$ cat src/sv/sfp_pkg.sv
// sfp_pkg: shared constants and result type for the sync frame parser
// no dependencies
package sfp_pkg;

	localparam int unsigned BYTE_W = 8;
	localparam int unsigned POS_W = 5;
	localparam int unsigned NUM_POS_BYTES = 4;
	localparam int unsigned NUM_HEIGHT_BYTES = 2;
	localparam int unsigned NUM_CMD_BYTES = 9;

	localparam logic [BYTE_W-1:0] SYNC_RESET = 8'hAA;
	localparam logic [POS_W-1:0] PAYLOAD_FIRST = 5'd2;
	localparam logic [POS_W-1:0] HEIGHT_FIRST = 5'd6;
	localparam logic [POS_W-1:0] CMD_FIRST = 5'd8;
	localparam logic [POS_W-1:0] CHECK_POS = 5'd17;

	typedef logic [POS_W-1:0] pos_t;
	typedef logic [BYTE_W-1:0] byte_t;

	typedef struct packed {
		logic checksum_ok;
		logic [31:0] position_data;
		logic [15:0] height_data;
		logic [63:0] command_low;
		logic [7:0] command_high;
	} result_t;

endpackage

$ cat src/sv/sfp_parse.sv
// sfp_parse: frame position counter, running sum and payload capture
// depends on sfp_pkg
module sfp_parse (
	input  logic           clk,
	input  logic           arst_n,
	input  logic           step,
	input  sfp_pkg::byte_t rx_byte,
	input  sfp_pkg::byte_t sync_byte,
	output logic           emit,
	output sfp_pkg::result_t result
);
	import sfp_pkg::*;

	pos_t  pos_q;
	byte_t sum_q;
	logic [31:0] pos_store_q;
	logic [15:0] height_q;
	byte_t cmd_q [NUM_CMD_BYTES];

	logic hunting;
	logic in_payload;
	byte_t sum_next;

	assign hunting = (pos_q < PAYLOAD_FIRST);
	assign in_payload = !hunting && (pos_q < CHECK_POS);
	assign emit = (pos_q == CHECK_POS);
	assign sum_next = 8'(sum_q + rx_byte);

	always_ff @(posedge clk or negedge arst_n) begin
		if (!arst_n) begin
			pos_q <= '0;
			sum_q <= '0;
			pos_store_q <= '0;
			height_q <= '0;
			for (int i = 0; i < NUM_CMD_BYTES; i++) begin
				cmd_q[i] <= '0;
			end
		end else if (step) begin
			if (hunting) begin
				// non-sync bytes are dropped while hunting
				if (rx_byte == sync_byte) begin
					sum_q <= sum_next;
					pos_q <= 5'(pos_q + 5'd1);
				end
			end else if (in_payload) begin
				sum_q <= sum_next;
				pos_q <= 5'(pos_q + 5'd1);
				for (int i = 0; i < NUM_POS_BYTES; i++) begin
					if (pos_q == 5'(PAYLOAD_FIRST + i)) pos_store_q[8*i +: 8] <= rx_byte;
				end
				for (int i = 0; i < NUM_HEIGHT_BYTES; i++) begin
					if (pos_q == 5'(HEIGHT_FIRST + i)) height_q[8*i +: 8] <= rx_byte;
				end
				for (int i = 0; i < NUM_CMD_BYTES; i++) begin
					if (pos_q == 5'(CMD_FIRST + i)) cmd_q[i] <= rx_byte;
				end
			end else begin
				// checksum byte, or an unreachable position: restart the frame
				sum_q <= '0;
				pos_q <= '0;
			end
		end
	end

	always_comb begin
		result.checksum_ok = (rx_byte == sum_q);
		result.position_data = pos_store_q;
		result.height_data = height_q;
		for (int i = 0; i < 8; i++) begin
			result.command_low[8*i +: 8] = cmd_q[i];
		end
		result.command_high = cmd_q[NUM_CMD_BYTES-1];
	end

	a_pos_range: assert property (@(posedge clk) disable iff (!arst_n)
		pos_q <= CHECK_POS)
		else $error("frame position beyond checksum slot");

	a_sum_clear_at_start: assert property (@(posedge clk) disable iff (!arst_n)
		pos_q == '0 |-> sum_q == '0)
		else $error("running sum not clear at frame start");

	a_restart_after_check: assert property (@(posedge clk) disable iff (!arst_n)
		step && emit |=> pos_q == '0 && sum_q == '0)
		else $error("frame not restarted after checksum word");

	a_payload_advance: assert property (@(posedge clk) disable iff (!arst_n)
		step && in_payload |=> pos_q == 5'($past(pos_q) + 5'd1))
		else $error("position did not advance on payload word");

endmodule

$ cat src/sv/sync_frame_parser_with_sum_check.sv
// a checksum word passes the input register, then the result register, before out_valid shows its result
// throughput: one word per cycle while in_stall is low; only a counter step and an 8-bit add per word
// the input register stalls only when a result is ready and the output register is held
// reset (arst_n low) clears position, sum, captures and valids; sync_byte returns to 0xAA
// top level: input register, sfp_parse, result register
// depends on sfp_pkg, sfp_parse
module sync_frame_parser_with_sum_check (
	input  logic        clk,
	input  logic        arst_n,
	// configuration
	input  logic        cfg_we,
	input  logic [7:0]  cfg_wdata,
	// input channel
	input  logic        in_valid,
	output logic        in_stall,
	input  logic [7:0]  rx_byte,
	// result channel
	output logic        out_valid,
	input  logic        out_stall,
	output logic        checksum_ok,
	output logic [31:0] position_data,
	output logic [15:0] height_data,
	output logic [63:0] command_low,
	output logic [7:0]  command_high
);
	import sfp_pkg::*;

	// sync pattern register
	byte_t sync_byte_q;

	// input stage
	logic  valid_s1;
	byte_t rx_byte_s1;

	// result stage
	logic    out_valid_q;
	result_t result_q;

	// parser hookup
	logic    step;
	logic    emit;
	result_t result;
	logic    out_free;

	always_ff @(posedge clk or negedge arst_n) begin
		if (!arst_n) begin
			sync_byte_q <= SYNC_RESET;
		end else if (cfg_we) begin
			sync_byte_q <= cfg_wdata;
		end
	end

	// result register can take a new word when empty or being drained
	assign out_free = !out_valid_q || !out_stall;
	// a word in the input stage moves on unless it produces a result that has nowhere to go
	assign step = valid_s1 && (!emit || out_free);
	assign in_stall = valid_s1 && !step;

	always_ff @(posedge clk or negedge arst_n) begin
		if (!arst_n) begin
			valid_s1 <= 1'b0;
		end else if (!in_stall) begin
			valid_s1 <= in_valid;
		end
	end

	// payload register, no reset needed
	always_ff @(posedge clk) begin
		if (in_valid && !in_stall) begin
			rx_byte_s1 <= rx_byte;
		end
	end

	sfp_parse u_parse (
		.clk       (clk),
		.arst_n    (arst_n),
		.step      (step),
		.rx_byte   (rx_byte_s1),
		.sync_byte (sync_byte_q),
		.emit      (emit),
		.result    (result)
	);

	always_ff @(posedge clk or negedge arst_n) begin
		if (!arst_n) begin
			out_valid_q <= 1'b0;
		end else if (step && emit) begin
			out_valid_q <= 1'b1;
		end else if (!out_stall) begin
			out_valid_q <= 1'b0;
		end
	end

	always_ff @(posedge clk) begin
		if (step && emit) begin
			result_q <= result;
		end
	end

	assign out_valid = out_valid_q;
	assign checksum_ok = result_q.checksum_ok;
	assign position_data = result_q.position_data;
	assign height_data = result_q.height_data;
	assign command_low = result_q.command_low;
	assign command_high = result_q.command_high;

	a_no_overwrite: assert property (@(posedge clk) disable iff (!arst_n)
		out_valid_q && out_stall |-> !(step && emit))
		else $error("held result overwritten");

	a_stall_needs_word: assert property (@(posedge clk) disable iff (!arst_n)
		in_stall |-> valid_s1 && emit)
		else $error("input stalled without a pending result word");

	a_result_follows_step: assert property (@(posedge clk) disable iff (!arst_n)
		step && emit |=> out_valid_q)
		else $error("result word lost after checksum");

endmodule
$ cat config.mk
export PLATFORM = sky130hd
export DESIGN_NAME = sync_frame_parser_with_sum_check
export DESIGN_NICKNAME = d
export VERILOG_FILES = /design/src/sv/sfp_pkg.sv /design/src/sv/sfp_parse.sv /design/src/sv/sync_frame_parser_with_sum_check.sv
export SDC_FILE = /design/constraint.sdc
export NUM_CORES = 1
export LEC_CHECK = 0
export BUFFER_PORTS_ARGS = -buffer_cell sky130_fd_sc_hd__buf_2
export CAP_MARGIN = 20
export CORE_MARGIN = 1.5
export CORE_UTILIZATION = 50
export DETAILED_ROUTE_END_ITERATION = 10
export PLACE_DENSITY = 0.75
export SLEW_MARGIN = 30
export SYNTH_ARGS = -nofsm -noshare
export SYNTH_HDL_FRONTEND = slang
export SYNTH_SLANG_ARGS = --single-unit
$ cat constraint.sdc
create_clock -name clk -period 14.6 [get_ports clk]
set_input_delay 1.46 -clock clk [delete_from_list [all_inputs] [get_ports clk]]
set_output_delay 1.46 -clock clk [all_outputs]
set_load 0.02 [all_outputs]
==> summary.md, run 1 <==
| Metric | Value |
|---|---|
| Clock Latency Late Sink | ~0.52 ns |
| Vias per std cell | 5.349 |
| Die Y | roughly 140 um |
| Largest delay contributor family on the critical path | simple AND/OR/NAND/NOR gates |
| R2r setup slk | 11.88 ns |
| R2r worst-path depth | 7 |
| Postcts setup bufs | 0 |
| Routed WL per cell | 20.08 um |
| IO buf count | roughly 140 |
| Syn Nets | slightly below 600 |
| Final nets | 743 |
| # IOs | 144 |
| Gr ovfl total | 0 |
| Max frequency | 248.3 MHz |
| Longest Clk Path Bufs | 3 |
| Area growth syn-to-layout | 19.16% |
| Total Wirelength | about 20,000 um |
| Slew headroom | between 30% and 40% |
| Commonest non-fill, non-tap cells in the layout | buf_2 (142), dfrtp_1 (139), edfxtp_1 (129) |
| Hold path startpoint | u_parse.result[3] |
| Fillcell total | 1,439 |
| Dpl cells | 946 |
| Initial core utilization | about half |
| Startpoint types | primary input |
| Worst Max-Slew Pin Slew | between 0.9 and 1 ns |
| Worst path bufs/invs | 3 |
| Clk Tree Root Cell | clkbuf_16 |
| Top FF cell, synth | dfrtp_1 |
| RSZ-0062 raised after global routing | no |
| CP Max Fanout | 4 |
| Maximum vdd drop | 80.91 uV |
| Worst Path Required | between 10 and 15 ns |
| Post-CTS Hold Fix Bufs | 0 |
| Synth Register Bits | 272 |
| Hold/Removal Path Class | flip-flop to flip-flop |
| P_leak | 5.380 nW |
| Seq pwr share | 51.1% |
| Final worst slack | 10.57 ns |
| Net load switching power | around 0.00042 W |
| First-pass iteration count of the detailed router | 4 |
| Residual DRC | 0 |
| Ratio of total power to cell area | 153.9 nW/um2 |
| Leading cell type in the layout, fill and taps excluded | buf_2 |
| Combinational power share | between 10% and 20% |
| CTS tree | done |
| FF-to-FF End | height_data[15] |
| Kind of critical path | primary input to output port |
| Max Slew Vio Count | 0 |
| Core area | 19,530 um2 |
| GRT Overall Usage | 19.81% |
| Finish-stage setup viols | 0 |
| CP endpoint kind | output port |
| Critical Path Slowest Stage Cell | nor4_2 |
| Outcome | finished clean |
| Post-CTS Resized | 0 |
| Mapped Avg Cell Area | 18.13 um2 |
| Sequential fraction of the synthesis area | between 70% and 80% |
| Sink Count | 272 |
| DRC marker count from the first detailed-route iteration | 352 |
| Internal power | 0.001412 W |
| Share of layout cells above drive strength 1 | 45.40% |
| Routed Antenna Nets | 0 |
| Async set or reset register ratio after synthesis | 52.57% |
| Die X-Extent | approximately 140 um |
| First-pass GRT wire length | 31,230 um |
| Hold Vio Cnt, Final | 0 |
| Fin crit period | approximately 4.0 ns |
| Final cell count without fillers | 994 |
| CTS Buf Count | 26 |
| Pre-CTS WS | 10.59 ns |
| Data arrival, critical path | 2.57 ns |
| Vias after detailed routing | 5,317 |
| Vias in the first global route | 5,512 |
| Tcrit/Tclk final | about 28% |
| Mapped cell area | around 10000 um2 |
| Largest net degree at the start of global routing | between 80 and 90 |
| Cell Chain, Critical Path | buf_2, nand2_1, nor4_2, nand2_1, inv_1, buf_2 |
| Syn Inst Count | 551 |
| Clock Power Share | 38.3% |
| GPL Wtd Cong | 0.8214 |
| Post-synth cell types | between 40 and 50 |
| Max incr delay on CP | approximately 0.48 ns |
| Die area | ~21,000 um2 |
| Sw frac | between 20% and 30% |
| Number of synthesized flops with an enable pin | approximately 130 |
| Hold path cells | 0 |
| Num rows | between 50 and 60 |
| ANT cells | 0 |
| Ys Warns | 0 |
| Post-detail-place hpwl | 12,930 um |
| Hold EP | command_high[3] |
| H-tree levels | 1 |
| Max Cap Violations | 0 |
| Worst reg2reg startpoint | u_parse.pos_q[1] |
| Initial antenna violation count | 0 |
| Layout Skew | roughly 0.019 ns |
| Reg clk slew, reported paths | roughly 0.060 ns |
| Setup TNS | 0 ns |
worst register-to-register path, cell delays in order (launching register included):
cell and delay [ns]:
dfrtp_1 0.46, inv_1 0.14, ha_1 0.26, nand2_1 0.17
nor4_2 0.10, nand2b_4 0.27, nor4_2 0.28, buf_6 0.62
power groups by stage:
stage	Combinational, W	Sequential (W)	Clock, W
global placement	0.000180	0.000944	0
CTS	0.000195	0.000935	0.000713
global route	0.000215	0.000945	0.000746
detailed placement	0.000193	0.000950	0
floorplan	0.000158	0.000924	0
finish	0.000194	0.000936	0.000703
cell usage after synthesis, types with 2 or more instances:
| cell | number | area share (%) |
|---|---|---|
| nor3_2 | 3 | 0.30 |
| dfrtp_1 | 139 | 35 |
| mux2_1 | 2 | 0.23 |
| o31ai_1 | 6 | 0.45 |
| buf_6 | 3 | 0.34 |
| mux2_2 | 127 | 14 |
| inv_1 | 5 | 0.19 |
| ha_1 | 12 | 1.5 |
| buf_2 | 4 | 0.20 |
| a21o_1 | 3 | 0.23 |
| nand2_2 | 3 | 0.19 |
| a211oi_1 | 2 | 0.15 |
| nor4_1 | 3 | 0.19 |
| xor2_1 | 2 | 0.18 |
| o21ai_0 | 17 | 0.85 |
| a21oi_1 | 2 | 0.10 |
| clkbuf_1 | 10 | 0.38 |
| and3_1 | 2 | 0.13 |
| nand4_1 | 5 | 0.31 |
| o21a_1 | 2 | 0.15 |
| xnor2_1 | 12 | 1.1 |
| nand2_1 | 18 | 0.68 |
| nor3_4 | 2 | 0.33 |
| and2_1 | 2 | 0.13 |
| dfstp_2 | 4 | 1.1 |
| nor2_1 | 7 | 0.26 |
| edfxtp_1 | 129 | 39 |
| nand3_1 | 4 | 0.20 |
cell type report:
type	instances	area (um2)	area share, %
flip-flops and latches	272	7457	62.64
inverters	5	18.77	0.1577
clock inverters	9	167.7	1.408
repair buffers	147	759.5	6.380
multi-input cells	257	2429	20.40
well taps	265	331.6	2.785
clock buffers	39	740.7	6.222
metal layers:
metal  vias up  part of all wire [%]  track usage, %
li1       2369                     -               -
met1      2753                    40           25.25
met2       161                    52           34.85
met3        34                   4.8           3.013
met4         0                   2.8           6.592
met5         -                     0               0
worst max path at each step:
stage                    from          end  slack [ns]  cells after the start
finish              out_stall     in_stall       10.57                      6
floorplan           out_stall  checksum_ok        0.36                      5
global route        out_stall     in_stall       10.46                      6
global placement    out_stall     in_stall       10.60                      6
detailed placement  out_stall     in_stall       10.59                      6
CTS                 out_stall     in_stall       10.58                      6
cells by family after synthesis:
| logic type | Yosys count | share of synthesized area, % |
|---|---|---|
| AO/OA/AOI/OAI | 41 | 2.843 |
| XOR/XNOR | 14 | 1.227 |
| adder cells (fa/ha/maj) | 13 | 1.703 |
| buffers and inverters | 22 | 1.102 |
| flip-flops | 272 | 74.65 |
| multiplexers | 129 | 14.54 |
| AND/OR/NAND/NOR | 60 | 3.933 |
metrics by stage:
step | instance area [um2] | total power (W) | hold slack [ns] | util, %
after CTS | 11900 | 0.001843 | 0.4383 | 60.94
after global routing | 11900 | 0.001907 | 0.4563 | 60.96
after floorplan | 9990 | 0.001082 | 0.4178 | -
final | 11900 | 0.001832 | 0.4355 | 60.96
after global placement | 10990 | 0.001123 | 0.4253 | 56.27
after detailed placement | 10990 | 0.001143 | 0.4283 | 56.29
registers in the layout, indices dropped and copies added (netlist names), 5 cells and up:
name,count
command_high,8
command_low,64
height_data,16
position_data,32
rx_byte_s1,8
sync_byte_q,8
u_parse.height_q,16
u_parse.pos_q,5
u_parse.pos_store_q,32
u_parse.result,72
u_parse.sum_q,8
Note: power is estimated with default switching activity, not from simulation.
==> run 2, diff against run 1 <==
Settings changed: ABC_AREA set to 1.
Clock period 14.6 ns to 3.47 ns, I/O delays scaled along.
==> run 2 against run 1 <==
  * Utilization shrank 1.4 points
  * Global-route usage fell by 0.49 points
  * Synthesized cell count grew 40%
  * Final area grew 0.51%
  * Wire length up 2.5%
  * Sequential cell count stayed put
  * Hold slack lost 0.39 ns
  * First-iteration DRC count increased by 27%
  * Non-clock buffer count is 9 higher
  * Clock-buffer cell count is 3 lower
  * Die area increased by 2.0%
  * Largest power group unchanged
==> summary.md, run 2 <==
| Metric | Value |
|---|---|
| Hold path startpoint | cfg_wdata[5] |
| Vias after detailed routing | between 6,000 and 7,000 |
| Data arrival, critical path | 2.66 ns |
| Die X-Extent | 145.8 um |
| Commonest non-fill, non-tap cells in the layout | nand2_1 (198), buf_2 (142), dfrtp_1 (139) |
| Clock Latency Late Sink | approximately 0.52 ns |
| CTS Buf Count | 26 |
| Syn Inst Count | just under 800 |
| Kind of critical path | flip-flop to flip-flop |
| Hold path cells | 3 |
| Mapped Avg Cell Area | 13.17 um2 |
| Synth Register Bits | 272 |
| Initial antenna violation count | 0 |
| First-pass GRT wire length | between 30,000 and 40,000 um |
| RSZ-0062 raised after global routing | no |
| Hold/Removal Path Class | primary input to flip-flop |
| GPL Wtd Cong | ~0.83 |
| Num rows | 52 |
| Residual DRC | 0 |
| Leading cell type in the layout, fill and taps excluded | nand2_1 |
| Total Wirelength | 20,470 um |
| Syn Nets | between 800 and 900 |
| Largest net degree at the start of global routing | 78 |
| Synth area leaders | edfxtp_1 (38%), dfrtp_1 (34%), nand2_1 (7.3%) |
| Max frequency | slightly below 400 MHz |
| GRT Overall Usage | 19.32% |
| Pre-CTS WS | 0.9838 ns |
| Ratio of total power to cell area | 555.1 nW/um2 |
| Vias per std cell | around 5 |
| ANT cells | 0 |
| Maximum vdd drop | 420.0 uV |
| First-pass iteration count of the detailed router | 5 |
| Post-detail-place hpwl | 12,930 um |
| Core area | 20,100 um2 |
| Ys Warns | 0 |
| Top-count cell post-synth | nand2_1 |
| CP endpoint kind | flip-flop |
| Layout Skew | 0.01878 ns |
| Top FF cell, synth | dfrtp_1 |
| Fin crit period | roughly 2.5 ns |
| Worst reg2reg startpoint | u_parse.pos_q[1] |
| Tcrit/Tclk final | 72.65% |
| Max Slew Vio Count | 0 |
| Fillcell total | 1,594 |
| Worst Max-Slew Pin Slew | 0.8342 ns |
| Final worst slack | 0.9489 ns |
| Dpl cell area | 11,040 um2 |
| Share of layout cells above drive strength 1 | 24.34% |
| Sequential fraction of the synthesis area | between 70% and 80% |
| CP Max Fanout | 66 |
| Post-CTS Resized | 0 |
| Die area | 21,260 um2 |
| Synth top cells by count | nand2_1 (198), dfrtp_1 (139), edfxtp_1 (129) |
| Longest Clk Path Bufs | 3 |
| Slew headroom | 44.39% |
| Die Y | around 150 um |
| Hold EP | sync_byte_q[5] |
| Mapped cell area | ~10,000 um2 |
| Dpl cells | 1,162 |
| Startpoint types | flip-flop |
| H-tree levels | 1 |
| Max Cap Violations | 0 |
| Initial core utilization | 50.72% |
| Final nets | 963 |
| Post-route cell area | 11,970 um2 |
| Gr ovfl total | 0 |
| Number of flip-flops in the largest register | 72 |
| Reg clk slew, reported paths | 0.06 ns |
| R2r setup slk | 0.95 ns |
| Worst Path Required | 3.61 ns |
| R2r worst-path depth | 10 |
| Setup TNS | 0 ns |
| P_leak | around 5.2 nW |
| CTS tree | done |
| Largest area contributor in the netlist | edfxtp_1 |
| DRC marker count from the first detailed-route iteration | 447 |
| Post-synth cell types | 37 |
| Area growth syn-to-layout | 17.35% |
| Routed Antenna Nets | 0 |
| FF-to-FF End | command_low[1] |
| Async set or reset register ratio after synthesis | 52.57% |
| Finish-stage setup viols | 0 |
| # IOs | 144 |
| Sink Count | between 200 and 300 |
| Hold Vio Cnt, Final | 0 |
| IO buf count | 143 |
| Clk Tree Root Cell | clkbuf_16 |
| Post-synth top area share | 37.99% |
| Outcome | finished clean |
| Number of synthesized flops with an enable pin | 129 |
| Vias in the first global route | 6,022 |
| Postcts setup bufs | 0 |
| Routed WL per cell | 16.79 um |
| Final cell count without fillers | about 1,200 |
| Final core occ | between 50% and 60% |
-- run 2: logic make-up (layout without fill, tap and decap cells) --
group                    after synthesis  in the layout  share of synthesized area, %
flip-flops                           272            272                         73.14
AND/OR/NAND/NOR                      251            251                         11.65
AO/OA/AOI/OAI                        151            151                         7.731
buffers and inverters                 69            244                         4.099
adder cells (fa/ha/maj)               13             13                         1.669
XOR/XNOR                              11             11                        0.9450
multiplexers                           7              7                        0.7731
-- run 2: power breakdown --
| group | switching (W) | total (W) | internal [W] |
|---|---|---|---|
| Sequential | 0.0000562 | 0.00347 | 0.00341 |
| Combinational | 0.000288 | 0.000444 | 0.000156 |
| Clock | 0.00116 | 0.00273 | 0.00157 |
-- run 2: critical path, cell delays in order (launching register included) --
cell and delay, ns:
dfrtp_1 0.47, inv_1 0.14, ha_1 0.20, inv_1 0.09, nor2_1 0.08, nand2_2 0.10, nand2_4 0.08, inv_1 0.10
nand2_1 0.11, clkinvlp_4 0.09, buf_4 0.63
-- run 2: cell type report --
type                            count  area, um2  share of cell area (%)
Inverter                           40      156.4                   1.307
Multi-Input combinational cell    433       2321                   19.40
Sequential cell                   272       7457                   62.32
Clock buffer                       36      739.5                   6.180
Clock inverter                     12      98.84                  0.8261
Tap cell                          270      337.8                   2.823
Timing Repair Buffer              156      854.6                   7.142
-- run 2: how the worst max path moves through the flow --
stage / from / end
final: u_parse.pos_q[1] / command_low[1]
after global routing: u_parse.pos_q[1] / command_low[4]
after CTS: u_parse.pos_q[1] / command_low[1]
after detailed placement: u_parse.pos_q[1] / command_low[5]
after global placement: u_parse.pos_q[1] / command_low[3]
after floorplan: u_parse.pos_q[1] / checksum_ok
-- run 2: metrics by stage --
| stage | power (W) | hold WS, ns |
|---|---|---|
| final | 0.006642 | 0.04249 |
| after global routing | 0.006862 | 0.04956 |
| after CTS | 0.006683 | 0.03637 |
| after floorplan | 0.003829 | 0.05141 |
| after global placement | 0.003955 | 0.4256 |
| after detailed placement | 0.003966 | 0.4284 |
-- run 2: layer usage --
layer	routed length [um]	track usage (%)	vias up
li1	-	-	2963
met1	8808	26.77	3016
met2	10170	32.14	199
met3	1068	2.633	32
met4	423	5.765	0
met5	0	0	-
-- run 2: repair_timing --
| item | CTS | global route |
|---|---|---|
| hold buffers | 9 | 0 |
| hold endpoints to repair | 80 | 0 |
| endpoints found under the setup margin | 0 | 0 |
==> run 3, diff against run 2 <==
Settings changed: PLACE_DENSITY 0.75 to 0.72.
Clock period 3.47 ns to 2.6 ns, I/O delays scaled along.
==> run 3 against run 2 <==
  * Clock power is 42% higher
  * Clock-buffer cell count is 4 higher
  * Sequential cell count stayed put
  * Via count is 0.34% higher
  * Critical path type unchanged
  * Largest cell class unchanged
==> summary.md, run 3 (synthesized netlist as in run 2, its figures left out) <==
| Metric | Value |
|---|---|
| Initial core utilization | ~50% |
| Worst Path Required | 2.83 ns |
| P_leak | 5.526 nW |
| Area growth syn-to-layout | 20.10% |
| CTS Buf Count | 26 |
| Finish-stage setup viols | 0 |
| Routed Antenna Nets | 0 |
| R2r worst-path depth | 9 |
| Commonest non-fill, non-tap cells in the layout | nand2_1 (197), buf_2 (142), dfrtp_1 (138) |
| Hold path startpoint | cfg_we |
| IO buf count | 143 |
| Tcrit/Tclk final | 82.61% |
| Hold EP | sync_byte_q[5] |
| # IOs | approximately 140 |
| CTS tree | done |
| Layout Skew | 0.02681 ns |
| Critical Path Slowest Stage Cell | dfrtp_1 |
| Maximum vdd drop | 584.8 uV |
| Final worst slack | approximately 0.45 ns |
| Clk Tree Root Cell | clkbuf_16 |
| First-pass GRT wire length | about 33,000 um |
| Vias per std cell | 5.037 |
| Final core occ | between 60% and 70% |
| Max Cap Violations | 0 |
| Worst Max-Slew Pin Slew | 0.6892 ns |
| Power, Total | 0.009161 W |
| Die X-Extent | 145.8 um |
| Final nets | 981 |
| Max frequency | 465.6 MHz |
| Die area | ~21,000 um2 |
| DRC marker count from the first detailed-route iteration | between 300 and 400 |
| Post-detail-place hpwl | approximately 14,000 um |
| Initial antenna violation count | 0 |
| Longest Clk Path Bufs | 3 |
| Routed WL per cell | 17.21 um |
| Core area | 20,100 um2 |
| Ratio of total power to cell area | between 700 and 800 nW/um2 |
| Hold Vio Cnt, Final | 0 |
| Fin crit period | 2.148 ns |
| RSZ-0062 raised after global routing | no |
| Sink Count | about 270 |
| Reg clk slew, reported paths | 0.06 ns |
| Data arrival, critical path | approximately 2.4 ns |
| Share of layout cells above drive strength 1 | 25.44% |
| Crit path launch | u_parse.pos_q[2] |
| Largest net degree at the start of global routing | 49 |
| FF-to-FF End | command_low[2] |
| Num rows | 52 |
| Outcome | finished clean |
| Die Y | around 150 um |
| Worst reg2reg startpoint | u_parse.pos_q[2] |
| Post-CTS Resized | 0 |
| ANT cells | 0 |
| Vias in the first global route | 5,964 |
| CP Max Fanout | 46 |
| Leading cell type in the layout, fill and taps excluded | nand2_1 |
| H-tree levels | 1 |
| Fillcell total | 1,583 |
| GRT Overall Usage | 20.26% |
| Slew headroom | approximately 54% |
| Pre-CTS WS | 0.4715 ns |
| Cell Chain, Critical Path | inv_2, nand3_2, nor2_4, nand2_2, nand2_4, inv_2, nand2_2, clkinvlp_4, buf_12 |
| Hold/Removal Path Class | primary input to flip-flop |
| First-pass iteration count of the detailed router | 5 |
| CP endpoint kind | flip-flop |
| Startpoint types | flip-flop |
| Max incr delay on CP | ~0.5 ns |
| Kind of critical path | flip-flop to flip-flop |
| Hold path cells | 3 |
| Max Slew Vio Count | 0 |
| Clock Latency Late Sink | 0.52 ns |
| Vias after detailed routing | about 6,200 |
| Number of flip-flops in the largest register | 72 |
| R2r setup slk | 0.45 ns |
| GPL Wtd Cong | 0.8396 |
| Total Wirelength | ~21,000 um |
| Gr ovfl total | 0 |
| Residual DRC | 0 |
## run 3: cell count changes in the layout (fill, tap and decap cells not counted), sizes merged
cell / previous run / this run
clkinv: 6 / 3
inv: 41 / 40
dlygate4sd3: 9 / 18
clkinvlp: 4 / 2
buf: 147 / 156
clkbuf: 36 / 40
bufinv: 1 / 3
## run 3: through the flow
stage          hold slack, ns  cell area [um2]  std cells  TNS [ns]
2_1_floorplan        -0.03559            10220        774    -80.21
3_3_place_gp           0.2350            11170       1171         0
5_1_grt               0.07104            12250       1237         0
6_report              0.04379            12250       1237         0
4_1_cts               0.03801            12250       1237         0
3_5_place_dp           0.2356            11170       1171         0
## run 3: worst max path at each step
stage / to / slack (ns) / cells past startpoint
global route: command_low[2] / 0.31 / 9
finish: command_low[2] / 0.45 / 9
global placement: command_high[6] / 0.52 / 9
CTS: in_stall / 0.44 / 6
floorplan: checksum_ok / -0.66 / 9
detailed placement: command_low[29] / 0.47 / 9
## run 3: worst max-delay path: cells and delay by family (launching register included)
kind          cells  cell delay [ns]
simple gates      5             0.52
flops             1             0.50
buf+inv           4             0.82
## run 3: area by class of cell
cell class	instances	area [um2]	share of cell area (%)
multi-input cells	433	2344	19.14
flip-flops and latches	272	7458	60.91
repair buffers	174	1050	8.573
clock inverters	8	125.1	1.022
well taps	270	337.8	2.759
inverters	40	156.4	1.277
clock buffers	40	774.5	6.325
## run 3: power breakdown
group	switching (W)	total [W]	internal [W]
clock network	0.00153	0.00389	0.00235
logic	0.000414	0.000640	0.000227
registers	0.0000801	0.00463	0.00455
## run 3: per-layer routing
layer  part of all wire [%]  routed length, um  track usage (%)  vias to the layer above
met1                     44               9466            29.11                     2998
met2                     48              10260            33.10                      215
met3                    5.6               1185            2.539                       29
li1                       -                  -                -                     2989
met4                    1.8                381            5.306                        0
met5                      0                  0                0                        -
## run 3: timing repair
item / CTS / global route
hold buffers: 18 / 0
buffers inserted: 0 / 0
hold endpoints to repair: 58 / 0
endpoints found under the setup margin: 0 / 0
